$ cat src/rtl/esdd_pkg.sv
package esdd_pkg;

  localparam int unsigned TableDepthDef = 64;
  localparam int unsigned SceneCapDef   = 32;
  localparam int unsigned QueueDepth    = 2;
  localparam int unsigned NumRegs       = 5;

  // Register indexes on the configuration port.
  typedef enum logic [2:0] {
    REG_TYPE   = 3'd0,
    REG_POS    = 3'd1,
    REG_ROT    = 3'd2,
    REG_PHASE  = 3'd3,
    REG_FLAGS  = 3'd4
  } reg_idx_e;

  localparam logic [31:0] TypeMaskRst  = 32'd1;
  localparam logic [31:0] PosMaskRst   = 32'd2;
  localparam logic [31:0] RotMaskRst   = 32'd4;
  localparam logic [31:0] PhaseMaskRst = 32'd8;
  localparam logic [31:0] FlagsMaskRst = 32'd16;

  // Result codes.
  typedef enum logic [2:0] {
    OUT_MERGED = 3'd0,
    OUT_DONE   = 3'd1,
    OUT_TRUNC  = 3'd2,
    OUT_SCENE  = 3'd3,
    OUT_FULL   = 3'd4
  } outcome_e;

  // Work handed from the parser to the table side.
  typedef enum logic [1:0] {
    KIND_NOP   = 2'd0,
    KIND_CLEAR = 2'd1,
    KIND_MERGE = 2'd2
  } cmd_kind_e;

  typedef struct packed {
    logic [31:0] type_m;
    logic [31:0] pos_m;
    logic [31:0] rot_m;
    logic [31:0] phase_m;
    logic [31:0] flags_m;
  } cfg_t;

  typedef struct packed {
    logic [31:0] id;
    logic [7:0]  etype;
    logic [31:0] pos_x;
    logic [31:0] pos_y;
    logic [31:0] pos_z;
    logic [31:0] rot;
    logic [31:0] phase;
    logic [31:0] flags;
  } entry_t;

  // Field hits, bit 0 type, 1 position, 2 rotation, 3 phase, 4 flags.
  typedef struct packed {
    logic        first;
    cmd_kind_e   kind;
    logic        delta;
    logic        has_post;
    outcome_e    post;
    logic [4:0]  hits;
    logic [31:0] mask;
    entry_t      ent;
  } cmd_t;

  function automatic logic [4:0] mask_hits(logic [31:0] m, cfg_t c);
    mask_hits = {|(m & c.flags_m), |(m & c.phase_m), |(m & c.rot_m),
                 |(m & c.pos_m), |(m & c.type_m)};
  endfunction

endpackage

$ cat src/rtl/esdd_front.sv
module esdd_front #(
  parameter int unsigned SCENE_CAP = esdd_pkg::SceneCapDef
) (
  input  logic              clk_i,
  input  logic              rst_ni,
  input  logic              valid_i,
  output logic              ready_o,
  input  logic [7:0]        byte_i,
  input  logic              first_i,
  input  logic              last_i,
  input  esdd_pkg::cfg_t    cfg_i,
  output logic              push_o,
  output esdd_pkg::cmd_t    cmd_o,
  input  logic              full_i
);

  typedef enum logic [3:0] {
    PH_IDLE, PH_DELTA, PH_SLEN, PH_SCENE, PH_COUNT, PH_ID, PH_TYPE, PH_MASK,
    PH_POSX, PH_POSY, PH_POSZ, PH_ROT, PH_PHASE, PH_FLAGS, PH_END
  } phase_e;

  phase_e         phase_q, phase_d, ph;
  logic [1:0]     bif_q, bif_d, bif;
  logic [23:0]    shift_q, shift_d;
  logic [15:0]    left_q, left_d;
  logic [7:0]     scene_q, scene_d;
  logic           delta_q, delta_d;
  logic           pend_first_q, pend_first_d;
  logic [31:0]    mask_q, mask_d;
  esdd_pkg::entry_t ent_q, ent_d;
  logic           accept, word_done, wide;
  logic [31:0]    acc, msrc;
  logic [4:0]     hits;

  assign ready_o = !full_i;
  assign accept  = valid_i && ready_o;

  // Phase that follows a group, by the received mask.
  function automatic phase_e next_after(phase_e cur, logic [4:0] h);
    if (cur < PH_POSX && h[1]) begin
      next_after = PH_POSX;
    end else if (cur < PH_ROT && h[2]) begin
      next_after = PH_ROT;
    end else if (cur < PH_PHASE && h[3]) begin
      next_after = PH_PHASE;
    end else if (cur < PH_FLAGS && h[4]) begin
      next_after = PH_FLAGS;
    end else begin
      next_after = PH_END;
    end
  endfunction

  // Byte assembly and field parsing.
  always_comb begin
    phase_d      = phase_q;
    bif_d        = bif_q;
    shift_d      = shift_q;
    left_d       = left_q;
    scene_d      = scene_q;
    delta_d      = delta_q;
    pend_first_d = pend_first_q;
    mask_d       = mask_q;
    ent_d        = ent_q;
    push_o       = 1'b0;
    cmd_o        = '0;
    ph           = first_i ? PH_DELTA : phase_q;
    bif          = first_i ? 2'd0 : bif_q;
    wide         = (ph == PH_ID) || (ph == PH_MASK) || (ph >= PH_POSX && ph <= PH_FLAGS);
    acc          = ((bif == 2'd0) ? 32'd0 : {8'd0, shift_q}) | ({24'd0, byte_i} << {bif, 3'b000});
    word_done    = (wide && bif == 2'd3) || (ph == PH_COUNT && bif == 2'd1);
    msrc         = (ph == PH_MASK) ? acc : mask_q;
    hits         = esdd_pkg::mask_hits(msrc, cfg_i);

    if (accept) begin
      if (first_i) begin
        pend_first_d = 1'b1;
        phase_d      = PH_DELTA;
        bif_d        = 2'd0;
        shift_d      = '0;
      end
      if (ph != PH_IDLE) begin
        if (wide || ph == PH_COUNT) begin
          if (word_done) begin
            bif_d   = 2'd0;
            shift_d = '0;
          end else begin
            bif_d   = bif + 2'd1;
            shift_d = acc[23:0];
          end
        end
        cmd_o.delta = delta_q;
        case (ph)
          PH_DELTA: begin
            delta_d     = (byte_i != 8'd0);
            cmd_o.delta = delta_d;
            phase_d     = PH_SLEN;
          end
          PH_SLEN: begin
            if ({1'b0, byte_i} >= 9'(SCENE_CAP)) begin
              push_o         = 1'b1;
              cmd_o.kind     = esdd_pkg::KIND_NOP;
              cmd_o.has_post = 1'b1;
              cmd_o.post     = esdd_pkg::OUT_SCENE;
              phase_d        = PH_IDLE;
            end else begin
              scene_d = byte_i;
              phase_d = (byte_i == 8'd0) ? PH_COUNT : PH_SCENE;
            end
          end
          PH_SCENE: begin
            if (scene_q > 8'd1) begin
              scene_d = scene_q - 8'd1;
            end else begin
              scene_d = 8'd0;
              phase_d = PH_COUNT;
            end
          end
          PH_TYPE: begin
            ent_d.etype = byte_i;
            phase_d     = PH_MASK;
          end
          default: begin
            if (word_done) begin
              case (ph)
                PH_COUNT: begin
                  left_d = acc[15:0];
                  if (!delta_q) begin
                    push_o     = 1'b1;
                    cmd_o.kind = esdd_pkg::KIND_CLEAR;
                  end
                  if (acc[15:0] == 16'd0) begin
                    push_o         = 1'b1;
                    cmd_o.has_post = 1'b1;
                    cmd_o.post     = esdd_pkg::OUT_DONE;
                    phase_d        = PH_IDLE;
                  end else begin
                    phase_d = PH_ID;
                  end
                end
                PH_ID: begin
                  ent_d.id = acc;
                  phase_d  = PH_TYPE;
                end
                PH_MASK: begin
                  mask_d      = acc;
                  ent_d.pos_x = '0;
                  ent_d.pos_y = '0;
                  ent_d.pos_z = '0;
                  ent_d.rot   = '0;
                  ent_d.phase = '0;
                  ent_d.flags = '0;
                  phase_d     = next_after(PH_MASK, hits);
                end
                PH_POSX: begin
                  ent_d.pos_x = acc;
                  phase_d     = PH_POSY;
                end
                PH_POSY: begin
                  ent_d.pos_y = acc;
                  phase_d     = PH_POSZ;
                end
                PH_POSZ: begin
                  ent_d.pos_z = acc;
                  phase_d     = next_after(PH_POSZ, hits);
                end
                PH_ROT: begin
                  ent_d.rot = acc;
                  phase_d   = next_after(PH_ROT, hits);
                end
                PH_PHASE: begin
                  ent_d.phase = acc;
                  phase_d     = next_after(PH_PHASE, hits);
                end
                PH_FLAGS: begin
                  ent_d.flags = acc;
                  phase_d     = PH_END;
                end
                default: begin
                  phase_d = PH_IDLE;
                end
              endcase
            end
          end
        endcase

        // Entity complete: hand it over for the merge.
        if (phase_d == PH_END) begin
          push_o     = 1'b1;
          cmd_o.kind = esdd_pkg::KIND_MERGE;
          cmd_o.hits = hits;
          cmd_o.mask = mask_d;
          cmd_o.ent  = ent_d;
          if (left_q <= 16'd1) begin
            left_d         = 16'd0;
            cmd_o.has_post = 1'b1;
            cmd_o.post     = esdd_pkg::OUT_DONE;
            phase_d        = PH_IDLE;
          end else begin
            left_d  = left_q - 16'd1;
            phase_d = PH_ID;
          end
        end

        // Buffer ran out before the payload ended.
        if (last_i && phase_d != PH_IDLE) begin
          push_o         = 1'b1;
          cmd_o.has_post = 1'b1;
          cmd_o.post     = esdd_pkg::OUT_TRUNC;
          phase_d        = PH_IDLE;
          bif_d          = 2'd0;
          shift_d        = '0;
        end

        if (push_o) begin
          cmd_o.first  = pend_first_d;
          pend_first_d = 1'b0;
        end
      end
    end
  end

  always_ff @(posedge clk_i or negedge rst_ni) begin
    if (!rst_ni) begin
      phase_q      <= PH_IDLE;
      bif_q        <= '0;
      shift_q      <= '0;
      left_q       <= '0;
      scene_q      <= '0;
      delta_q      <= 1'b0;
      pend_first_q <= 1'b0;
    end else begin
      phase_q      <= phase_d;
      bif_q        <= bif_d;
      shift_q      <= shift_d;
      left_q       <= left_d;
      scene_q      <= scene_d;
      delta_q      <= delta_d;
      pend_first_q <= pend_first_d;
    end
  end

  // Entity fields under assembly.
  always_ff @(posedge clk_i) begin
    mask_q <= mask_d;
    ent_q  <= ent_d;
  end

endmodule

$ cat config.mk
export PLATFORM = sky130hd
export DESIGN_NAME = esdd_front
export DESIGN_NICKNAME = d
export VERILOG_FILES = /design/src/rtl/esdd_pkg.sv /design/src/rtl/esdd_front.sv
export SDC_FILE = /design/constraint.sdc
export NUM_CORES = 1
export LEC_CHECK = 0
export ABC_AREA = 0
export BUFFER_PORTS_ARGS = -buffer_cell sky130_fd_sc_hd__clkbuf_2
export CAP_MARGIN = 0
export CORE_MARGIN = 4
export CORE_UTILIZATION = 35
export CTS_BUF_LIST = sky130_fd_sc_hd__clkbuf_8
export DETAILED_ROUTE_END_ITERATION = 6
export PLACE_DENSITY = 0.52
export SYNTH_ARGS = -nofsm -noshare
export SYNTH_HDL_FRONTEND = slang
export SYNTH_SLANG_ARGS = --single-unit
$ cat constraint.sdc
create_clock -name clk_i -period 29.8 [get_ports clk_i]
set_clock_uncertainty 0.2 [all_clocks]
set_input_delay 2.98 -clock clk_i [delete_from_list [all_inputs] [get_ports clk_i]]
set_output_delay 2.98 -clock clk_i [all_outputs]
set_load 0.02 [all_outputs]
==> key figures, run 1 <==
Outcome
  – Status: finished, violations left
  – Violated checks: DRC

STA
  – Slew @ Worst Pin: around 1300 ps
  – Timing-limited maximum frequency: around 78 MHz
  – Final Setup Violations: 0
  – Ratio of final minimum period to clock period: 43.2%
  – Setup WS post-layout: roughly 17000 ps
  – Final critical delay including setup and external delays: 12870 ps
  – Hold Violations, Final: 0
  – Pins over their slew limit: 0
  – Max-slew headroom: a little over an eighth
  – Final sum of negative setup slack: 0 ps
  – Unrepaired setup endpoints after global routing: false

Routing
  – Number of detailed-routing iterations run before antenna repair: 7
  – Number of DRC markers in iteration 0: 2199
  – Remaining DRCs: 30
  – Antenna violation net count after detailed routing: 0
  – Final routed wirelength across all metal layers: around 94000 um
  – Detail-routed via count per cell: 5.93
  – Via Count: between 15k and 20k
  – Mean routed wirelength per cell: 29.8 um

CTS
  – Number of sinks on the clock net: 320
  – Cells resized by post-CTS repair: 0
  – CTS tree: built
  – Buffers inserted by post-CTS timing repair: 0
  – CTS buffer count: 60
  – Maximum clock path buffer count: 3
  – Clock slew at reported path FFs: around 60 ps
  – Worst-skew pair later-pin latency: roughly 700 ps
  – Cell at the root of the clock tree: sky130_fd_sc_hd__clkbuf_8
  – H-tree levels: 2
  – CTS hold repair buffers: 0

Synthesis
  – Xor/xnor cell area share of the yosys netlist: 0%
  – Area share of and/or/nand/nor cells after synthesis: a little under a quarter
  – Number of nets produced by synthesis: 2162
  – Share of synthesized registers carrying an async set or reset: between 15 and 20%
  – Share of synthesized cell area in full adder, half adder and majority cells: less than 1%
  – Post-synth EDFFs: around 260
  – Dominant combinational cell family by area after synthesis: simple AND/OR/NAND/NOR gates
  – Avg Cell Area, Syn: 9.44 sq um
  – Sequential area share after synthesis: between 40% and 50%
  – Cell Area, Synth: ~19000 sq um
  – Top cells by area, synth: sky130_fd_sc_hd__edfxtp_1, sky130_fd_sc_hd__nor2b_1, sky130_fd_sc_hd__dfrtp_1, sky130_fd_sc_hd__o21ai_0, sky130_fd_sc_hd__nand2_1
  – Multiplexer share of the synthesized area: 0.655%
  – Top-area cell type share of the netlist area: around 42%
  – Synthesized instance count: about 2.0k
  – Warnings from Yosys: 0
  – Complex-gate fraction of the synthesized area: 22.0%
  – Unique cell type count in the Yosys netlist: just under 80
  – Yosys top cell by area: sky130_fd_sc_hd__edfxtp_1
  – Post-synthesis register bit count: 320
  – Dominant register cell in the synthesized netlist: sky130_fd_sc_hd__edfxtp_1

Power
  – Share of power burned in the clock network: between 30% and 40%
  – Cell Int Power: about 780 uW
  – Combinational cell fraction of total power: about 13%
  – Leakage power of the design: approximately 9.4 nW
  – Worst supply voltage drop on vdd: 0.0299 mV
  – Switching Share: ~29%
  – Reported net switching power: between 300 and 400 uW
  – Part of the total power dissipated in sequential elements: 48.6%
  – Pwr dens: approximately 48 nW/um^2

Setup path
  – Critical path class: in -> out
  – CP Launch Type: input port
  – Crit path largest cell delay: roughly 920 ps
  – Reg-to-reg critical path startpoint: bif_q[0]$_DFFE_PN0P_
  – Critical path, cell by cell: clkbuf_2 -> buf_4 -> inv_2 -> nand2_1 -> ha_1 -> buf_4 -> nor2b_1 -> a21oi_2 -> o21ai_1 -> a2111oi_0 -> nand3_1 -> o31ai_2 -> nand3_1 -> a211o_1 -> nand2b_4 -> buf_4 -> buf_4 -> nor2b_1 -> clkbuf_2
  – Launching element of the worst setup path: first_i
  – Maximum fanout along the worst path: slightly above 60
  – Endpoint of the worst-slack reg-to-reg timing path: left_q[6]$_DFFE_PN0P_
  – Worst R2R Path Depth: 16
  – R2r setup slk: between 20000 and 25000 ps
  – Cell at the slowest stage of the critical path: sky130_fd_sc_hd__a2111oi_0
  – Nature of the critical path endpoint: primary output
  – Data arrival at the endpoint of the critical path: around 9700 ps
  – Crit path buf inv count: 7
  – CP most frequent cell: sky130_fd_sc_hd__buf_4
  – Crit path required time: ~27000 ps
  – Family with the most delay on the worst path: compound AO/OA/AOI/OAI gates
  – Number of stages on the worst setup path: 19
  – Worst setup path end: cmd_o[10]

Floorplan
  – Num ports: approximately 450
  – DIE AREA: 57200 sq um
  – Width of the chip: between 200 and 250 um
  – Effective utilization at floorplan: between 30% and 40%
  – Die boundary height: 239 um
  – Core area: approximately 53000 sq um
  – # rows: 84

Global route
  – Antenna violations before repair: 5
  – Number of global-route vias before repair: 17.9k
  – First-pass GRT wire length: approximately 130000 um
  – Total global routing overflow: 0
  – Maximum number of pins on one net before global-route repair: between 100 and 150
  – Aggregate global-route resource usage: between 30 and 40%

Cells and area
  – NumNets Final: about 2.6k
  – Fraction of final layout cells sized beyond drive strength 1: between 20% and 30%
  – Synthesis-to-finish area growth: 22.3%
  – Fill cell total of the finished layout: approximately 5.4k
  – Post-route insts no fill: around 3.2k
  – End-of-flow core utilization: 43.4%

Place
  – Half-perimeter wire length after detailed placement: 68800 um
  – Quantity of I/O buffers inserted on ports: around 450
  – Placer Congestion: between 1 and 1.5
  – Dpl ws: approximately 17000 ps
  – Total instance count after detailed placement: between 3k and 4k

Flow run
  – Number of violations of the max-capacitance limit: 0

Hold path
  – Classification of the worst-slack hold path: reg -> reg
  – Launch point of the worst hold path: left_q[11]$_DFFE_PN0P_
-- kinds of logic after synthesis --
family / after synthesis
other cells: 1
fa+ha+maj: 6
mux: 11
buf+inv: 145
flops: 320
compound gates: 636
simple gates: 863
-- routing by layer --
metal / vias up / GRT usage (%) / part of all wire [%]
met4: 0 / 13.5 / 5.2
li1: 8215 / - / -
met5: - / 0 / 0
met1: 9153 / 43.3 / 42
met3: 229 / 6.28 / 8.5
met2: 1093 / 47.8 / 44
-- worst register-to-register path, delay by kind of cell (launching register included) --
kind,cells,cell delay [ps]
flip-flops,1,360
buffers and inverters,3,620
AND/OR/NAND/NOR,4,800
AO/OA/AOI/OAI,8,4010
adder cells (fa/ha/maj),1,140
-- power groups by stage --
stage	combinational [mW]	clock [mW]	sequential, mW
2_1_floorplan	0.0719	0	0.539
3_3_place_gp	0.136	0	0.540
3_5_place_dp	0.135	0	0.540
4_1_cts	0.135	0.429	0.531
5_1_grt	0.146	0.449	0.534
6_report	0.138	0.424	0.532
-- cell usage after synthesis (14+ instances only) --
library cell	number
sky130_fd_sc_hd__clkbuf_1	89
sky130_fd_sc_hd__nor3_1	25
sky130_fd_sc_hd__nor2_1	102
sky130_fd_sc_hd__a222oi_1	14
sky130_fd_sc_hd__dfrtp_1	56
sky130_fd_sc_hd__inv_1	19
sky130_fd_sc_hd__o21ai_0	272
sky130_fd_sc_hd__a21o_1	17
sky130_fd_sc_hd__nand3_1	30
sky130_fd_sc_hd__nand4_1	19
sky130_fd_sc_hd__edfxtp_1	264
sky130_fd_sc_hd__buf_2	19
sky130_fd_sc_hd__nand2_1	295
sky130_fd_sc_hd__nor2b_1	289
sky130_fd_sc_hd__a22oi_1	65
sky130_fd_sc_hd__o211ai_1	23
sky130_fd_sc_hd__a22o_1	64
sky130_fd_sc_hd__a21oi_1	74
-- cells in the final DEF, fill, tap and decap left out, types with 7 or more instances in the layout --
master and count:
sky130_fd_sc_hd__a211oi_1 11, sky130_fd_sc_hd__dfrtp_1 56, sky130_fd_sc_hd__a222oi_1 14, sky130_fd_sc_hd__nor4bb_1 13, sky130_fd_sc_hd__o21ai_0 272, sky130_fd_sc_hd__edfxtp_1 264
sky130_fd_sc_hd__a21oi_1 68, sky130_fd_sc_hd__buf_4 41, sky130_fd_sc_hd__or2_1 9, sky130_fd_sc_hd__nand4_1 19, sky130_fd_sc_hd__o211ai_1 23, sky130_fd_sc_hd__nand2_1 295
sky130_fd_sc_hd__a21oi_2 7, sky130_fd_sc_hd__nand3_1 30, sky130_fd_sc_hd__nor2b_1 289, sky130_fd_sc_hd__a21o_1 17, sky130_fd_sc_hd__mux2_2 10, sky130_fd_sc_hd__a22oi_1 63
sky130_fd_sc_hd__and3_1 11, sky130_fd_sc_hd__o21ai_2 8, sky130_fd_sc_hd__a221o_1 12, sky130_fd_sc_hd__a221oi_1 7, sky130_fd_sc_hd__a22o_1 64, sky130_fd_sc_hd__nor4_1 13
sky130_fd_sc_hd__clkinv_1 12, sky130_fd_sc_hd__clkbuf_2 451, sky130_fd_sc_hd__nor2_1 99, sky130_fd_sc_hd__clkbuf_8 68, sky130_fd_sc_hd__inv_1 41, sky130_fd_sc_hd__or3_1 9
sky130_fd_sc_hd__nor3_1 25, sky130_fd_sc_hd__and2_1 9
-- state kept, by name (all words and copies together) (netlist names) --
| signal | count |
|---|---|
| mask_q | 32 |
| pend_first_q | 1 |
| delta_q | 1 |
| left_q | 16 |
| scene_q | 8 |
| shift_q | 24 |
| phase_q | 4 |
| bif_q | 2 |
| ent_q | 232 |
-- metrics by stage --
step | hold slack, ps | total power [mW] | instance area [sq um]
after floorplan | 250 | 0.610 | 18700
after global placement | 273 | 0.676 | 21700
after detailed placement | 279 | 0.675 | 21700
after CTS | 290 | 1.10 | 22900
after global routing | 316 | 1.13 | 22900
final | 282 | 1.09 | 22900
-- layout make-up --
cell class | count | area, sq um | share of cell area, %
Clock buffer | 68 | 936 | 4.09
Clock inverter | 43 | 220 | 0.962
Antenna cell | 2 | 5.00 | 0.0219
Timing Repair Buffer | 492 | 2560 | 11.2
Multi-Input combinational cell | 1517 | 8880 | 38.8
Tap cell | 688 | 861 | 3.76
Inverter | 22 | 90.1 | 0.394
Sequential cell | 320 | 9330 | 40.8
-- worst min path at each step --
stage          cells past startpoint  slack, ps                      end
6_report                           1        280   left_q[11]$_DFFE_PN0P_
5_1_grt                            1        320  shift_q[21]$_DFFE_PN0P_
4_1_cts                            1        290   left_q[11]$_DFFE_PN0P_
3_5_place_dp                       1        280   left_q[11]$_DFFE_PN0P_
3_3_place_gp                       1        270    left_q[8]$_DFFE_PN0P_
2_1_floorplan                      1        250    left_q[8]$_DFFE_PN0P_
(Power assumes the default switching activity.)
==> inputs of run 2 (changes only) <==
- clock period: 29.8 -> 13.3 ns (I/O delays scaled with it)
==> key figures, run 2 (synthesis gave the netlist of run 1 again) <==
Global route
  – Maximum number of pins on one net before global-route repair: 176 (was 136)
  – First-pass GRT wire length: 131000 um (about the same)
  – Antenna violations before repair: 4 (was 5)
  – Aggregate global-route resource usage: 31.4% (was 31.2%)
  – Number of global-route vias before repair: 18.0k (was 17.9k)
  – Total global routing overflow: 0 (unchanged)

STA
  – Hold Violations, Final: 0 (unchanged)
  – Final critical delay including setup and external delays: 9580 ps
  – Max-slew headroom: 10.1% (was 13.6%)
  – Final sum of negative setup slack: 0 ps (unchanged)
  – Unrepaired setup endpoints after global routing: false (unchanged)
  – Pins over their slew limit: 0 (unchanged)
  – Worst Hold Slack: 298 ps (was 282 ps)
  – Final Setup Violations: 0 (unchanged)
  – Slew @ Worst Pin: 1350 ps (was 1290 ps)
  – Timing-limited maximum frequency: 104 MHz
  – Ratio of final minimum period to clock period: between 70% and 80%

Routing
  – Via Count: 18.6k (was 18.7k)
  – Final routed wirelength across all metal layers: 93900 um (was 93800 um)
  – Antenna violation net count after detailed routing: 0 (unchanged)
  – Number of detailed-routing iterations run before antenna repair: 6 (was 7)
  – Detail-routed via count per cell: 5.92 (was 5.93)
  – Remaining DRCs: 0 (was 30)
  – Number of DRC markers in iteration 0: 2131 (was 2199)
  – Mean routed wirelength per cell: 29.9 um (was 29.8 um)

Outcome
  – Status: complete, no violations (was finished, violations left)

Cells and area
  – Fill cell total of the finished layout: 5252 (was 5355)
  – Synthesis-to-finish area growth: 22.7% (was 22.3%)
  – Commonest non-fill, non-tap cell in the layout: sky130_fd_sc_hd__clkbuf_2 (unchanged)
  – Most frequent cells in the layout: sky130_fd_sc_hd__clkbuf_2, sky130_fd_sc_hd__nand2_1, sky130_fd_sc_hd__nor2b_1 (unchanged)
  – Fraction of final layout cells sized beyond drive strength 1: 25.5% (was 25.3%)
  – NumNets Final: 2588 (was 2593)
  – Area of all placed cells without fillers: 23000 sq um (was 22900 sq um)
  – Largest registers: ent_q: 232 flops, mask_q: 32 flops, shift_q: 24 flops (unchanged)
  – Number of flip-flops under the largest register name: 232 (unchanged)
  – Register containing the most flip-flops in the final layout: ent_q (unchanged)
  – End-of-flow core utilization: 43.5% (was 43.4%)

Power
  – Worst supply voltage drop on vdd: 0.0710 mV (was 0.0299 mV)
  – Leakage power of the design: 9.46 nW (was 9.44 nW)
  – Combinational cell fraction of total power: 12.2% (was 12.6%)
  – Cell Int Power: 1.81 mW (was 776 uW)
  – Share of power burned in the clock network: 40.5% (was 38.7%)
  – Pwr dens: 110 nW/um^2 (was 47.8 nW/um^2)
  – Part of the total power dissipated in sequential elements: 47.3% (was 48.6%)
  – Reported net switching power: 709 uW (was 318 uW)
  – Switching Share: 28.1% (was 29.1%)

CTS
  – Cell at the root of the clock tree: sky130_fd_sc_hd__clkbuf_8 (unchanged)
  – Cells resized by post-CTS repair: 0 (unchanged)
  – CTS hold repair buffers: 0 (unchanged)
  – CTS tree: built (unchanged)
  – Number of sinks on the clock net: 320 (unchanged)
  – Maximum clock path buffer count: 3 (unchanged)
  – Buffers inserted by post-CTS timing repair: 0 (unchanged)
  – CTS buffer count: 58 (was 60)
  – Clock slew at reported path FFs: 60 ps (about the same)
  – H-tree levels: 2 (unchanged)
  – Worst-skew pair later-pin latency: 690 ps (was 700 ps)

Floorplan
  – # rows: 84 (unchanged)
  – Num ports: 453 (unchanged)
  – Die boundary height: 239 um (unchanged)
  – Width of the chip: 239 um (unchanged)
  – Effective utilization at floorplan: 35.5% (unchanged)
  – Core area: 52800 sq um (unchanged)
  – DIE AREA: 57200 sq um (unchanged)

Setup path
  – Critical path class: in -> out (unchanged)
  – CP most frequent cell: sky130_fd_sc_hd__buf_4 (unchanged)
  – Critical path, cell by cell: clkbuf_2 -> buf_4 -> inv_2 -> nand2_1 -> ha_1 -> buf_4 -> nor2b_1 -> a21oi_2 -> o21ai_1 -> a2111oi_0 -> nand3_1 -> o31ai_2 -> nand3_1 -> a211o_1 -> nand2b_4 -> buf_4 -> buf_4 -> nor2b_1 -> clkbuf_2 (unchanged)
  – Crit path required time: 11770 ps (was 26620 ps)
  – CP Launch Type: input port (unchanged)
  – Maximum fanout along the worst path: 59 (was 61)
  – Data arrival at the endpoint of the critical path: 8050 ps (was 9690 ps)
  – Nature of the critical path endpoint: primary output (unchanged)
  – Cell at the slowest stage of the critical path: sky130_fd_sc_hd__a2111oi_0 (unchanged)
  – Crit path largest cell delay: 860 ps (was 920 ps)
  – Family with the most delay on the worst path: compound AO/OA/AOI/OAI gates (unchanged)
  – Crit path buf inv count: 7 (unchanged)

Flow run
  – Number of violations of the max-capacitance limit: 0 (unchanged)

Place
  – Placer Congestion: 0.986 (was 1.00)
  – Quantity of I/O buffers inserted on ports: 451 (unchanged)
  – Standard cell area after detailed placement: 21700 sq um (about the same)
  – Half-perimeter wire length after detailed placement: 69100 um (was 68800 um)

Hold path
  – Classification of the worst-slack hold path: reg -> reg (unchanged)
run 2: per-layer routing:
metal,up-vias,track usage [%],part of all wire [%]
met1,9252,43.9,43
met5,-,0,0
met4,0,12.2,4.3
met2,1008,49.2,45
li1,8194,-,-
met3,164,5.00,7.8
run 2: cell type report:
| class | count | area (sq um) | area share [%] |
|---|---|---|---|
| antenna | 3 | 7.51 | 0.0327 |
| clock buffer | 68 | 936 | 4.08 |
| clock inverter | 36 | 294 | 1.28 |
| inverter | 22 | 90.1 | 0.392 |
| multi-input combinational | 1517 | 8880 | 38.7 |
| sequential | 320 | 9330 | 40.6 |
| tap | 688 | 861 | 3.75 |
| timing repair buffer | 489 | 2550 | 11.1 |
run 2: through the flow:
| stage | worst slack (ps) | total power, mW | cells |
|---|---|---|---|
| after global placement | 4040 | 1.51 | 3036 |
| final | 3720 | 2.52 | 3143 |
| after global routing | 3500 | 2.61 | 3142 |
| after detailed placement | 3900 | 1.51 | 3036 |
| after floorplan | 2140 | 1.37 | 1982 |
| after CTS | 3880 | 2.54 | 3140 |
run 2: final timing paths:
path	start	end	slack (ps)	depth (start not counted)
setup reg to reg	bif_q[0]$_DFFE_PN0P_	shift_q[0]$_DFFE_PN0P_	6780	16
hold reg to reg	shift_q[23]$_DFFE_PN0P_	shift_q[23]$_DFFE_PN0P_	300	1
min in group asynchronous	rst_ni	shift_q[18]$_DFFE_PN0P_	650	2
hold / removal	shift_q[23]$_DFFE_PN0P_	shift_q[23]$_DFFE_PN0P_	300	1
setup / recovery	first_i	cmd_o[42]	3720	19
max in group asynchronous	rst_ni	delta_q$_DFFE_PN0P_	11690	2
run 2: worst register-to-register path, cell delays in order, from the launching register on:
cell and delay [ps]:
sky130_fd_sc_hd__dfrtp_1 720, sky130_fd_sc_hd__nor2b_1 340, sky130_fd_sc_hd__inv_1 90, sky130_fd_sc_hd__ha_1 130, sky130_fd_sc_hd__buf_4 280, sky130_fd_sc_hd__nor2b_1 130
sky130_fd_sc_hd__a21oi_2 690, sky130_fd_sc_hd__o21ai_1 290, sky130_fd_sc_hd__a2111oi_0 860, sky130_fd_sc_hd__nand3_1 260, sky130_fd_sc_hd__o31ai_2 430, sky130_fd_sc_hd__nand3_1 220
sky130_fd_sc_hd__a211o_1 620, sky130_fd_sc_hd__o21a_1 340, sky130_fd_sc_hd__o31ai_4 230, sky130_fd_sc_hd__buf_4 380, sky130_fd_sc_hd__a22o_1 240
run 2: power by group through the flow:
| stage | clock network [mW] | logic [mW] | registers [mW] |
|---|---|---|---|
| 6_report | 1.02 | 0.308 | 1.19 |
| 3_3_place_gp | 0 | 0.303 | 1.21 |
| 5_1_grt | 1.09 | 0.326 | 1.20 |
| 2_1_floorplan | 0 | 0.161 | 1.21 |
| 4_1_cts | 1.04 | 0.302 | 1.19 |
| 3_5_place_dp | 0 | 0.301 | 1.21 |
==> inputs of run 3 (changes only) <==
- clock period: 13.3 -> 9.17 ns (I/O delays scaled with it)
==> key figures, run 3 (synthesis gave the netlist of run 1 again) <==
Place
  – Placer Congestion: 0.981 (was 0.986)
  – Quantity of I/O buffers inserted on ports: 451 (unchanged)
  – Dpl ws: 2050 ps (was 3900 ps)
  – Half-perimeter wire length after detailed placement: 69400 um (was 69100 um)
  – Standard cell area after detailed placement: 21800 sq um (was 21700 sq um)
  – Total instance count after detailed placement: 3050 (was 3036)

Cells and area
  – Register containing the most flip-flops in the final layout: ent_q (unchanged)
  – Most frequent cells in the layout: sky130_fd_sc_hd__clkbuf_2, sky130_fd_sc_hd__nand2_1, sky130_fd_sc_hd__nor2b_1 (unchanged)
  – NumNets Final: 2602 (was 2588)
  – Fill cell total of the finished layout: 5298 (was 5252)
  – Commonest non-fill, non-tap cell in the layout: sky130_fd_sc_hd__clkbuf_2 (unchanged)
  – Largest registers: ent_q: 232 flops, mask_q: 32 flops, shift_q: 24 flops (unchanged)
  – Post-route insts no fill: 3162 (was 3143)
  – End-of-flow core utilization: 43.6% (was 43.5%)
  – Synthesis-to-finish area growth: 22.9% (was 22.7%)
  – Number of flip-flops under the largest register name: 232 (unchanged)
  – Area of all placed cells without fillers: 23000 sq um (about the same)
  – Fraction of final layout cells sized beyond drive strength 1: 25.8% (was 25.5%)

Global route
  – Met3 Resource Use GR: 5.94% (was 5.00%)
  – Number of global-route vias before repair: 18.2k (was 18.0k)
  – Met2 routing resource usage after global routing: 51.4% (was 49.2%)
  – Maximum number of pins on one net before global-route repair: 119 (was 176)
  – M1 GR Usage: 41.7% (was 43.9%)
  – Aggregate global-route resource usage: 31.6% (was 31.4%)
  – Busiest grt layer: met2 (unchanged)
  – First-pass GRT wire length: 131000 um (about the same)
  – Total global routing overflow: 0 (unchanged)
  – Antenna violations before repair: 5 (was 4)

Power
  – Leakage power of the design: 9.49 nW (was 9.46 nW)
  – Pwr dens: 155 nW/um^2 (was 110 nW/um^2)
  – Power Total: 3.55 mW (was 2.52 mW)
  – Worst supply voltage drop on vdd: 0.101 mV (was 0.0710 mV)

STA
  – Final sum of negative setup slack: 0 ps (unchanged)
  – Unrepaired setup endpoints after global routing: false (unchanged)
  – Setup WS post-layout: 1590 ps (was 3720 ps)
  – Worst Hold Slack: 230 ps (was 298 ps)
  – Max-slew headroom: 17.2% (was 10.1%)
  – Final Setup Violations: 0 (unchanged)
  – Final critical delay including setup and external delays: 7580 ps
  – Slew @ Worst Pin: 1240 ps (was 1350 ps)
  – Pins over their slew limit: 0 (unchanged)
  – Ratio of final minimum period to clock period: between 80% and 90%
  – Hold Violations, Final: 0 (unchanged)
  – Timing-limited maximum frequency: 132 MHz

Routing
  – Antenna violation net count after detailed routing: 0 (unchanged)
  – Number of DRC markers in iteration 0: 1850 (was 2131)
  – Remaining DRCs: 0 (unchanged)
  – Detail-routed via count per cell: 5.86 (was 5.92)
  – Mean routed wirelength per cell: 29.8 um (was 29.9 um)
  – Final routed wirelength across all metal layers: 94300 um (was 93900 um)
  – Via Count: 18.5k (was 18.6k)
  – Number of detailed-routing iterations run before antenna repair: 7 (was 6)

CTS
  – H-tree levels: 2 (unchanged)
  – Worst-skew pair later-pin latency: 680 ps (was 690 ps)
  – Cell at the root of the clock tree: sky130_fd_sc_hd__clkbuf_8 (unchanged)
  – Cells resized by post-CTS repair: 0 (unchanged)
  – Clock slew at reported path FFs: 60 ps (about the same)
  – Buffers inserted by post-CTS timing repair: 0 (unchanged)
  – Maximum clock path buffer count: 3 (unchanged)
  – CTS buffer count: 58 (unchanged)
  – CTS hold repair buffers: 0 (unchanged)
  – Number of sinks on the clock net: 320 (unchanged)
  – CTS tree: built (unchanged)

Floorplan
  – # rows: 84 (unchanged)
  – DIE AREA: 57200 sq um (unchanged)
  – Core area: 52800 sq um (unchanged)
  – Effective utilization at floorplan: 35.5% (unchanged)
  – Die boundary height: 239 um (unchanged)
  – Width of the chip: 239 um (unchanged)
  – Num ports: 453 (unchanged)

Setup path
  – Maximum fanout along the worst path: 74 (was 59)
  – R2r setup slk: 2980 ps (was 6780 ps)
  – Nature of the critical path endpoint: primary output (unchanged)
  – Critical path class: reg -> out (was in -> out)
  – Data arrival at the endpoint of the critical path: 6460 ps (was 8050 ps)
  – Crit path required time: 8050 ps (was 11770 ps)
  – Launching element of the worst setup path: bif_q[0]$_DFFE_PN0P_ (was first_i)
  – CP Launch Type: flop (was input port)
  – Worst R2R Path Depth: 14 (was 16)
  – Endpoint of the worst-slack reg-to-reg timing path: shift_q[11]$_DFFE_PN0P_ (was shift_q[0]$_DFFE_PN0P_)
  – Reg-to-reg critical path startpoint: bif_q[0]$_DFFE_PN0P_ (unchanged)

Flow run
  – Number of violations of the max-capacitance limit: 0 (unchanged)

Hold path
  – Classification of the worst-slack hold path: in -> async (was reg -> reg)

Outcome
  – Status: complete, no violations (unchanged)
## run 3: power breakdown
| part | internal [mW] | switching [mW] | leakage [nW] |
|---|---|---|---|
| logic | 0.140 | 0.305 | 5.62 |
| registers | 1.67 | 0.0576 | 3.20 |
| clock network | 0.708 | 0.669 | 0.669 |
| total | 2.52 | 1.03 | 9.49 |
## run 3: metal layers
layer / share of wire [%] / vias to the layer above / wire length (um)
li1: - / 8237 / -
met1: 42 / 9121 / 39400
met2: 46 / 997 / 43400
met3: 7.6 / 176 / 7140
met4: 4.7 / 0 / 4390
met5: 0 / - / 0
## run 3: layout make-up
type                            instances  area, sq um  share of cell area (%)
Timing Repair Buffer                  503         2660                    11.6
Sequential cell                       320         9330                    40.6
Inverter                               22         95.1                   0.413
Antenna cell                            2         5.00                  0.0218
Multi-Input combinational cell       1517         8890                    38.7
Tap cell                              688          861                    3.74
Clock buffer                           68          936                    4.07
Clock inverter                         42          220                   0.958
## run 3: how the worst max path moves through the flow
| stage | cells after the start | to | slack (ps) |
|---|---|---|---|
| after floorplan | 9 | cmd_o[100] | 2190 |
| after global placement | 16 | cmd_o[224] | 2170 |
| after detailed placement | 17 | cmd_o[224] | 2050 |
| after CTS | 16 | cmd_o[224] | 1630 |
| after global routing | 17 | cmd_o[91] | 1200 |
| final | 16 | cmd_o[3] | 1590 |
## run 3: worst max-delay path, cell delays in order, from the launching register on
cell and delay, ps:
sky130_fd_sc_hd__dfrtp_1 690, sky130_fd_sc_hd__nor2b_1 330, sky130_fd_sc_hd__inv_1 70, sky130_fd_sc_hd__ha_1 550, sky130_fd_sc_hd__buf_4 290, sky130_fd_sc_hd__nor2b_1 90, sky130_fd_sc_hd__or2_2 420, sky130_fd_sc_hd__nor4_1 460
sky130_fd_sc_hd__nand4b_2 300, sky130_fd_sc_hd__a211oi_1 530, sky130_fd_sc_hd__o21ai_0 200, sky130_fd_sc_hd__nand4_1 180, sky130_fd_sc_hd__a211o_1 140, sky130_fd_sc_hd__nand2b_4 470, sky130_fd_sc_hd__buf_4 660, sky130_fd_sc_hd__nor2b_1 190
sky130_fd_sc_hd__clkbuf_2 200
